==> src/basr_pkg.sv <==
// Shared types and constants for the box-average stereo resampler.
// No dependencies; used by basr_div, box_average_stereo_resampler and the bench.
package basr_pkg;

    localparam int unsigned SampleW   = 16;
    localparam int unsigned RateW     = 16;
    localparam int unsigned AccW      = 32;
    localparam int unsigned OutW      = 8;
    // accumulator / 256 gives the dividend of the divide
    localparam int unsigned DvdW      = AccW - 8;
    localparam int unsigned MaxWords  = 6;
    localparam int unsigned WordCntW  = $clog2(MaxWords + 1);

    localparam logic [RateW-1:0]    ResetRate = 16'd44100;
    localparam logic [SampleW-1:0]  SignFlip  = 16'h8000;

    // configuration register indexes
    localparam logic CfgInRate  = 1'b0;
    localparam logic CfgOutRate = 1'b1;

    typedef enum logic [2:0] {
        ST_IDLE,
        ST_CMP,
        ST_MUL_L,
        ST_MUL_R,
        ST_ACC_R,
        ST_DIV_GO,
        ST_DIV_WAIT,
        ST_OUT
    } state_t;

    typedef struct packed {
        logic              start;
        logic [DvdW-1:0]   dividend_l;
        logic [DvdW-1:0]   dividend_r;
        logic [RateW-1:0]  divisor;
    } div_req_t;

    typedef struct packed {
        logic              done;
        logic [OutW-1:0]   quot_l;
        logic [OutW-1:0]   quot_r;
    } div_rsp_t;

endpackage

==> src/basr_div.sv <==
// Two-lane restoring divider, one quotient bit per cycle per lane.
// Depends on basr_pkg; keeps only the low quotient bits.
module basr_div (
    input  logic                 aclk,
    input  logic                 aresetn,
    input  basr_pkg::div_req_t   req,
    output basr_pkg::div_rsp_t   rsp
);

    localparam int unsigned DvdW  = basr_pkg::DvdW;
    localparam int unsigned RateW = basr_pkg::RateW;
    localparam int unsigned OutW  = basr_pkg::OutW;
    localparam int unsigned CntW  = $clog2(DvdW + 1);

    logic [CntW-1:0]  cnt_reg, cnt_next;
    logic             done_reg, done_next;
    logic [DvdW-1:0]  dvd_l_reg, dvd_l_next, dvd_r_reg, dvd_r_next;
    logic [RateW-1:0] rem_l_reg, rem_l_next, rem_r_reg, rem_r_next;
    logic [RateW-1:0] dsr_reg, dsr_next;
    logic [OutW-1:0]  q_l_reg, q_l_next, q_r_reg, q_r_next;
    logic [RateW:0]   trial_l, trial_r;

    always_comb begin
        trial_l = {rem_l_reg, dvd_l_reg[DvdW-1]} - {1'b0, dsr_reg};
        trial_r = {rem_r_reg, dvd_r_reg[DvdW-1]} - {1'b0, dsr_reg};
        cnt_next   = cnt_reg;
        done_next  = 1'b0;
        dvd_l_next = dvd_l_reg;
        dvd_r_next = dvd_r_reg;
        rem_l_next = rem_l_reg;
        rem_r_next = rem_r_reg;
        dsr_next   = dsr_reg;
        q_l_next   = q_l_reg;
        q_r_next   = q_r_reg;
        if (req.start) begin
            cnt_next   = CntW'(DvdW);
            dvd_l_next = req.dividend_l;
            dvd_r_next = req.dividend_r;
            dsr_next   = req.divisor;
            rem_l_next = '0;
            rem_r_next = '0;
        end else if (cnt_reg != '0) begin
            cnt_next   = cnt_reg - 1'b1;
            done_next  = (cnt_reg == CntW'(1));
            dvd_l_next = {dvd_l_reg[DvdW-2:0], 1'b0};
            dvd_r_next = {dvd_r_reg[DvdW-2:0], 1'b0};
            // trial sign bit clear: divisor fits
            if (!trial_l[RateW]) begin
                rem_l_next = trial_l[RateW-1:0];
            end else begin
                rem_l_next = {rem_l_reg[RateW-2:0], dvd_l_reg[DvdW-1]};
            end
            if (!trial_r[RateW]) begin
                rem_r_next = trial_r[RateW-1:0];
            end else begin
                rem_r_next = {rem_r_reg[RateW-2:0], dvd_r_reg[DvdW-1]};
            end
            q_l_next = {q_l_reg[OutW-2:0], ~trial_l[RateW]};
            q_r_next = {q_r_reg[OutW-2:0], ~trial_r[RateW]};
        end
    end

    always_ff @(posedge aclk) begin
        if (!aresetn) begin
            cnt_reg  <= '0;
            done_reg <= 1'b0;
        end else begin
            cnt_reg  <= cnt_next;
            done_reg <= done_next;
        end
        dvd_l_reg <= dvd_l_next;
        dvd_r_reg <= dvd_r_next;
        rem_l_reg <= rem_l_next;
        rem_r_reg <= rem_r_next;
        dsr_reg   <= dsr_next;
        q_l_reg   <= q_l_next;
        q_r_reg   <= q_r_next;
    end

    assign rsp.done   = done_reg;
    assign rsp.quot_l = q_l_reg;
    assign rsp.quot_r = q_r_reg;

endmodule

==> src/box_average_stereo_resampler.sv <==
// Top level of the box-average stereo resampler: sequencer, shared multiply-
// accumulate datapath and output register. Depends on basr_pkg and basr_div.
//
// Usage:
//   Slave stream s_*: one signed 16-bit stereo sample per word.
//   Master stream m_*: unsigned 8-bit stereo samples (128 = silence); m_tlast
//   marks the final output word caused by one input word (up to six).
//   Config port: cfg_we/cfg_addr/cfg_wdata; index 0 = in_rate, 1 = out_rate.
//   Write only while idle. Writing in_rate restarts the output period phase.
// Sequence:
//   One input word at a time; s_tready is high only in the idle state.
//   A word that closes no output period goes through accept, compare, two
//   multiplies on the one 16x16 multiplier, accumulate and compare. Each
//   output period it closes adds compare, the two multiplies, accumulate
//   and the bit-serial divide by 256*in_rate (start, 24 quotient bits,
//   done), run on both channels in parallel, then the output state.
// Reset (aresetn, synchronous, low): both rates go to 44100, the period
//   restarts, accumulators clear and the output register empties.
// Stall: the output word waits in a register; the sequencer holds in its
//   output state until that register frees up, then continues the item.
module box_average_stereo_resampler (
    input  logic        aclk,
    input  logic        aresetn,
    // s_tdata: [15:0] left_sample, [31:16] right_sample
    input  logic        s_tvalid,
    output logic        s_tready,
    input  logic [31:0] s_tdata,
    // m_tdata: [7:0] left_out, [15:8] right_out; m_tlast = last_of_run
    output logic        m_tvalid,
    input  logic        m_tready,
    output logic [15:0] m_tdata,
    output logic        m_tlast,
    input  logic        cfg_we,
    input  logic        cfg_addr,
    input  logic [15:0] cfg_wdata
);

    localparam int unsigned SampleW  = basr_pkg::SampleW;
    localparam int unsigned RateW    = basr_pkg::RateW;
    localparam int unsigned AccW     = basr_pkg::AccW;
    localparam int unsigned OutW     = basr_pkg::OutW;
    localparam int unsigned WordCntW = basr_pkg::WordCntW;

    basr_pkg::state_t state_reg, state_next;

    logic [RateW-1:0]    in_rate_reg, in_rate_next;
    logic [RateW-1:0]    out_rate_reg, out_rate_next;
    logic [RateW-1:0]    eff_in, cfg_eff_in;
    logic [SampleW-1:0]  lv_reg, lv_next, rv_reg, rv_next;
    logic [RateW-1:0]    left_reg, left_next;      // units of this word still to place
    logic [RateW-1:0]    pr_reg, pr_next;          // units left in the output period
    logic [RateW-1:0]    units_reg, units_next;
    logic                emit_reg, emit_next;
    logic                last_reg, last_next;
    logic [WordCntW-1:0] wcnt_reg, wcnt_next;
    logic [AccW-1:0]     prod_reg, prod_next;
    logic [AccW-1:0]     acc_l_reg, acc_l_next, acc_r_reg, acc_r_next;
    logic [SampleW-1:0]  mul_a;
    logic [AccW-1:0]     mul_p;
    logic [RateW:0]      diff;

    logic                mv_reg, mv_next;
    logic [2*OutW-1:0]   md_reg, md_next;
    logic                ml_reg, ml_next;

    basr_pkg::div_req_t  div_req;
    basr_pkg::div_rsp_t  div_rsp;

    basr_div u_div (
        .aclk    (aclk),
        .aresetn (aresetn),
        .req     (div_req),
        .rsp     (div_rsp)
    );

    // zero in_rate behaves as a one-unit period
    assign eff_in     = (in_rate_reg == '0) ? RateW'(1) : in_rate_reg;
    assign cfg_eff_in = (cfg_wdata == '0) ? RateW'(1) : cfg_wdata;

    // the shared multiplier
    assign mul_p = AccW'(mul_a) * AccW'(units_reg);

    assign diff = {1'b0, left_reg} - {1'b0, pr_reg};

    assign div_req.start      = (state_reg == basr_pkg::ST_DIV_GO);
    assign div_req.dividend_l = acc_l_reg[AccW-1:8];
    assign div_req.dividend_r = acc_r_reg[AccW-1:8];
    assign div_req.divisor    = eff_in;

    always_comb begin
        state_next    = state_reg;
        in_rate_next  = in_rate_reg;
        out_rate_next = out_rate_reg;
        lv_next       = lv_reg;
        rv_next       = rv_reg;
        left_next     = left_reg;
        pr_next       = pr_reg;
        units_next    = units_reg;
        emit_next     = emit_reg;
        last_next     = last_reg;
        wcnt_next     = wcnt_reg;
        prod_next     = prod_reg;
        acc_l_next    = acc_l_reg;
        acc_r_next    = acc_r_reg;
        mv_next       = mv_reg;
        md_next       = md_reg;
        ml_next       = ml_reg;
        mul_a         = lv_reg;
        s_tready      = 1'b0;

        if (mv_reg && m_tready) begin
            mv_next = 1'b0;
        end

        case (state_reg)
            basr_pkg::ST_IDLE: begin
                s_tready = 1'b1;
                if (cfg_we) begin
                    if (cfg_addr == basr_pkg::CfgInRate) begin
                        in_rate_next = cfg_wdata;
                        pr_next      = cfg_eff_in;
                        acc_l_next   = '0;
                        acc_r_next   = '0;
                    end else begin
                        out_rate_next = cfg_wdata;
                    end
                end
                if (s_tvalid) begin
                    // sign flip = offset binary (sample + 32768)
                    lv_next   = s_tdata[SampleW-1:0] ^ basr_pkg::SignFlip;
                    rv_next   = s_tdata[2*SampleW-1:SampleW] ^ basr_pkg::SignFlip;
                    left_next = out_rate_reg;
                    wcnt_next = '0;
                    if (out_rate_reg != '0) begin
                        state_next = basr_pkg::ST_CMP;
                    end
                end
            end
            basr_pkg::ST_CMP: begin
                if (left_reg == '0) begin
                    state_next = basr_pkg::ST_IDLE;
                end else begin
                    emit_next  = !diff[RateW];
                    units_next = diff[RateW] ? left_reg : pr_reg;
                    // last word if nothing crosses after this boundary
                    last_next  = (diff[RateW:0] == '0) || diff[RateW]
                                 || (wcnt_reg == WordCntW'(basr_pkg::MaxWords - 1))
                                 || (diff[RateW-1:0] < eff_in);
                    state_next = basr_pkg::ST_MUL_L;
                end
            end
            basr_pkg::ST_MUL_L: begin
                mul_a      = lv_reg;
                prod_next  = mul_p;
                state_next = basr_pkg::ST_MUL_R;
            end
            basr_pkg::ST_MUL_R: begin
                mul_a      = rv_reg;
                acc_l_next = acc_l_reg + prod_reg;
                prod_next  = mul_p;
                state_next = basr_pkg::ST_ACC_R;
            end
            basr_pkg::ST_ACC_R: begin
                acc_r_next = acc_r_reg + prod_reg;
                if (emit_reg) begin
                    left_next  = diff[RateW-1:0];
                    state_next = basr_pkg::ST_DIV_GO;
                end else begin
                    pr_next    = pr_reg - left_reg;
                    left_next  = '0;
                    state_next = basr_pkg::ST_CMP;
                end
            end
            basr_pkg::ST_DIV_GO: begin
                state_next = basr_pkg::ST_DIV_WAIT;
            end
            basr_pkg::ST_DIV_WAIT: begin
                if (div_rsp.done) begin
                    state_next = basr_pkg::ST_OUT;
                end
            end
            basr_pkg::ST_OUT: begin
                if (!mv_reg || m_tready) begin
                    mv_next    = 1'b1;
                    md_next    = {div_rsp.quot_r, div_rsp.quot_l};
                    ml_next    = last_reg;
                    acc_l_next = '0;
                    acc_r_next = '0;
                    pr_next    = eff_in;
                    wcnt_next  = wcnt_reg + 1'b1;
                    if (wcnt_reg == WordCntW'(basr_pkg::MaxWords - 1)) begin
                        // past the sixth word the rest of the item is dropped
                        left_next  = '0;
                        state_next = basr_pkg::ST_IDLE;
                    end else begin
                        // any remainder opens the next period
                        state_next = basr_pkg::ST_CMP;
                    end
                end
            end
            default: begin
                state_next = basr_pkg::ST_IDLE;
            end
        endcase
    end

    always_ff @(posedge aclk) begin
        if (!aresetn) begin
            state_reg    <= basr_pkg::ST_IDLE;
            in_rate_reg  <= basr_pkg::ResetRate;
            out_rate_reg <= basr_pkg::ResetRate;
            pr_reg       <= basr_pkg::ResetRate;
            acc_l_reg    <= '0;
            acc_r_reg    <= '0;
            left_reg     <= '0;
            wcnt_reg     <= '0;
            mv_reg       <= 1'b0;
        end else begin
            state_reg    <= state_next;
            in_rate_reg  <= in_rate_next;
            out_rate_reg <= out_rate_next;
            pr_reg       <= pr_next;
            acc_l_reg    <= acc_l_next;
            acc_r_reg    <= acc_r_next;
            left_reg     <= left_next;
            wcnt_reg     <= wcnt_next;
            mv_reg       <= mv_next;
        end
        lv_reg    <= lv_next;
        rv_reg    <= rv_next;
        units_reg <= units_next;
        emit_reg  <= emit_next;
        last_reg  <= last_next;
        prod_reg  <= prod_next;
        md_reg    <= md_next;
        ml_reg    <= ml_next;
    end

    assign m_tvalid = mv_reg;
    assign m_tdata  = md_reg;
    assign m_tlast  = ml_reg;

endmodule

==> config.mk <==
export PLATFORM = sky130hd
export DESIGN_NAME = box_average_stereo_resampler
export DESIGN_NICKNAME = d
export VERILOG_FILES = /design/src/basr_pkg.sv /design/src/basr_div.sv /design/src/box_average_stereo_resampler.sv
export SDC_FILE = /design/constraint.sdc
export NUM_CORES = 1
export LEC_CHECK = 0
export BUFFER_PORTS_ARGS = -buffer_cell sky130_fd_sc_hd__buf_2
export CORE_MARGIN = 1
export CORE_UTILIZATION = 65
export DETAILED_ROUTE_END_ITERATION = 8
export GPL_ROUTABILITY_DRIVEN = 0
export GPL_TIMING_DRIVEN = 0
export HOLD_SLACK_MARGIN = 0.05
export MAX_ROUTING_LAYER = met4
export PLACE_DENSITY = 0.93
export SETUP_SLACK_MARGIN = 0.2
export SLEW_MARGIN = 10
export SYNTH_ARGS = -nofsm -noshare
export SYNTH_HDL_FRONTEND = slang
export SYNTH_HIERARCHICAL = 1
export SYNTH_SLANG_ARGS = --single-unit
export TNS_END_PERCENT = 1
==> constraint.sdc <==
create_clock -name aclk -period 8.7 [get_ports aclk]
set_input_delay 0.435 -clock aclk [delete_from_list [all_inputs] [get_ports aclk]]
set_output_delay 0.435 -clock aclk [all_outputs]
set_load 0.005 [all_outputs]
==> reports/results.ini <==
[flow_run]
maxCapViolations = 0

[sta]
maxSlewViolCount = 0
final.setup.tns_ns = 0
setup_viol = 0
hold_viol = 0
rsz0062_at_grt = no
fin_crit_sh_pct = 93.65
clock_skew_ns = 0.02988
fin_crit_ns = 8.147
max_slew_margin_pct = 34.58
whs_ns = 0.09674
worstMarginPinSlew_ns = 0.9813
max_freq_mhz = 122.7

[clock_tree]
clk_pin_slew_worst_paths_ns = 0.07
clkSinkCount = 352
cts_tree = done
cts-root-buf = clkbuf_16
cts_max_level = 2
cts_buffer_depth = 3
postCtsSetupRepairBufs = 0
clkLatencyLatePin_ns = 0.61
numCtsBuffers = 39

[synthesis]
yosys.area.top_type = edfxtp_1
syn-mean-instance-area_um2 = 9.531
synth-edff-count = 179
synthFlopType = edfxtp_1
ys_seq_area_share_pct = 31.23
synth_area_um2 = 28300
yosysMostFrequentCell = nand2_1
ys_async_sr_fraction_pct = 0
ys_types = 94
synthCells = 2969
ys_top_cells_by_count = nand2_1, inv_1, ha_1
yosysWarnings = 6
yosys_register_bits = 352
synth.top_cell.area_share_pct = 19.00
synth_area_leaders = edfxtp_1, fa_1, dfxtp_1
synth_nets = 3472

[detailed_routing]
dr_total_vias = 24230
drt_pass1_iterations = 7
wl_um = 77980
viasPerCell = 6.492
drtIter0Drc = 3267
antenna_left = 0
wl_per_cell_um = 20.90
post-route-drc-count = 0

[hold_path]
hold_path_depth = 2
hold_path.startpoint = s_tdata[15]
min_path_type = in2reg
hold_path_end = lv_reg[15]

[critical_path]
cp_max_fo = 10
cp_slowest_cell = fa_1
r2r_cells = 29
end_kind = register
r2r-end = prod_reg[31]
cp.required_ns = 9.03
r2r_slack_ns = 0.55
critPathKind = reg2reg
reg2reg_from = state_reg[1]
crit_arrival_ns = 8.48
cp-start-kind = register
path_common_cell = fa_1
slowest_delay_ns = 0.56

[floorplan]
die_h_um = 210.7
die-area_um2 = 44370
start_util_pct = 65.84
fp.dieW_um = 210.7
rows = 76
core_um2 = 42980
ios = 73

[run_status]
status = complete, no violations

[grt]
grt_max_degree = 35
grt_pass1_vias = 24240
grt_overflow = 0
grt_pass1_wl_um = 123200
antenna_found_initial = 2
grt.total_usage_pct = 36.11

[cells_and_area]
area_growth_pct = 9.763
nNetsFinal = 3617
fillers = 2686
final_layout_size_suffix_gt1_share_pct = 8.045
regArea_um2 = 8838
multi_input_area_um2 = 17610

[place]
dp_hpwl_um = 56580
portBuffers = 72

metal layers:
layer | vias to the layer above | wire length, µm | track usage (%)
met5 | - | 0 | -
met4 | 0 | 5250 | 21.46
met3 | 541 | 9038 | 7.434
met2 | 1862 | 35970 | 57.19
met1 | 11340 | 27720 | 42.67
li1 | 10480 | - | -
kinds of logic (layout without fill, tap and decap cells):
family          count (synthesis)  count (layout)  synth area share (%)
flops                         352             352                 31.23
xor+xnor                      131             131                 4.055
compound gates                646             646                 15.39
fa+ha+maj                     449             449                 25.16
mux                            90              90                 3.467
other cells                     0               2                     0
simple gates                  824             824                 14.04
buf+inv                       477             653                 6.655
worst max-delay path by stage:
stage | cells past startpoint | start | endpoint
5_1_grt | 27 | state_reg[1] | prod_reg[31]
4_1_cts | 27 | state_reg[1] | prod_reg[28]
3_5_place_dp | 27 | state_reg[1] | prod_reg[28]
2_1_floorplan | 27 | state_reg[1] | prod_reg[29]
3_3_place_gp | 27 | state_reg[1] | prod_reg[28]
6_report | 29 | state_reg[1] | prod_reg[31]
area by class of cell:
type	count	area share, %
clock inverters	23	0.7130
inverters	332	4.036
multi-input cells	2140	56.70
plain buffers	145	2.042
clock buffers	49	3.428
diodes	2	0.01611
repair buffers	104	2.252
well taps	585	2.357
flip-flops and latches	352	28.46
layout by cell type, fill, tap and decap left out, types with 24 or more instances in the layout:
cell	n
mux2_2	63
o21ai_1	40
dfxtp_1	173
fa_1	200
nand2b_1	29
buf_2	81
dlygate4sd3_1	30
inv_1	329
mux2i_1	26
a21oi_1	156
nor2b_1	42
clkbuf_16	40
ha_1	249
xnor2_1	87
nor2_1	108
xor2_1	44
a21boi_0	24
a211oi_1	32
nand2_1	348
nand3_1	37
and3_1	24
edfxtp_1	179
a22oi_1	50
nor3_1	29
a21o_1	68
clkbuf_1	129
and2_1	131
o21ai_0	87
metrics by stage:
step / utilization [%] / instance area, µm² / worst slack (ns) / cells
after floorplan: - / 28300 / 1.554 / 2969
after global placement: 68.38 / 29390 / 0.2439 / 3626
after detailed placement: 68.52 / 29450 / 0.02924 / 3628
after CTS: 72.22 / 31040 / 0.2143 / 3730
after global routing: 72.26 / 31060 / 0.2223 / 3732
final: 72.26 / 31060 / 0.5527 / 3732
repair_timing:
action	CTS	global route
resized for setup	1	11
endpoints found under the hold margin	30	0
pin swaps	0	0
hold buffers	30	0
setup endpoints to repair	5	7
critical path, delay by kind of cell (launching register included):
family	cells	cell delay (ns)
adders and majority gates	7	3.18
AOI/OAI and AO/OA	8	1.63
buffers and inverters	8	1.49
and+or+nand+nor	4	0.83
muxes	1	0.33
DFF	1	0.31
xor gates and xnor gates	1	0.10
Power is not shown: default switching activity piles up to over one toggle a cycle in this logic, so the estimate is an artifact.
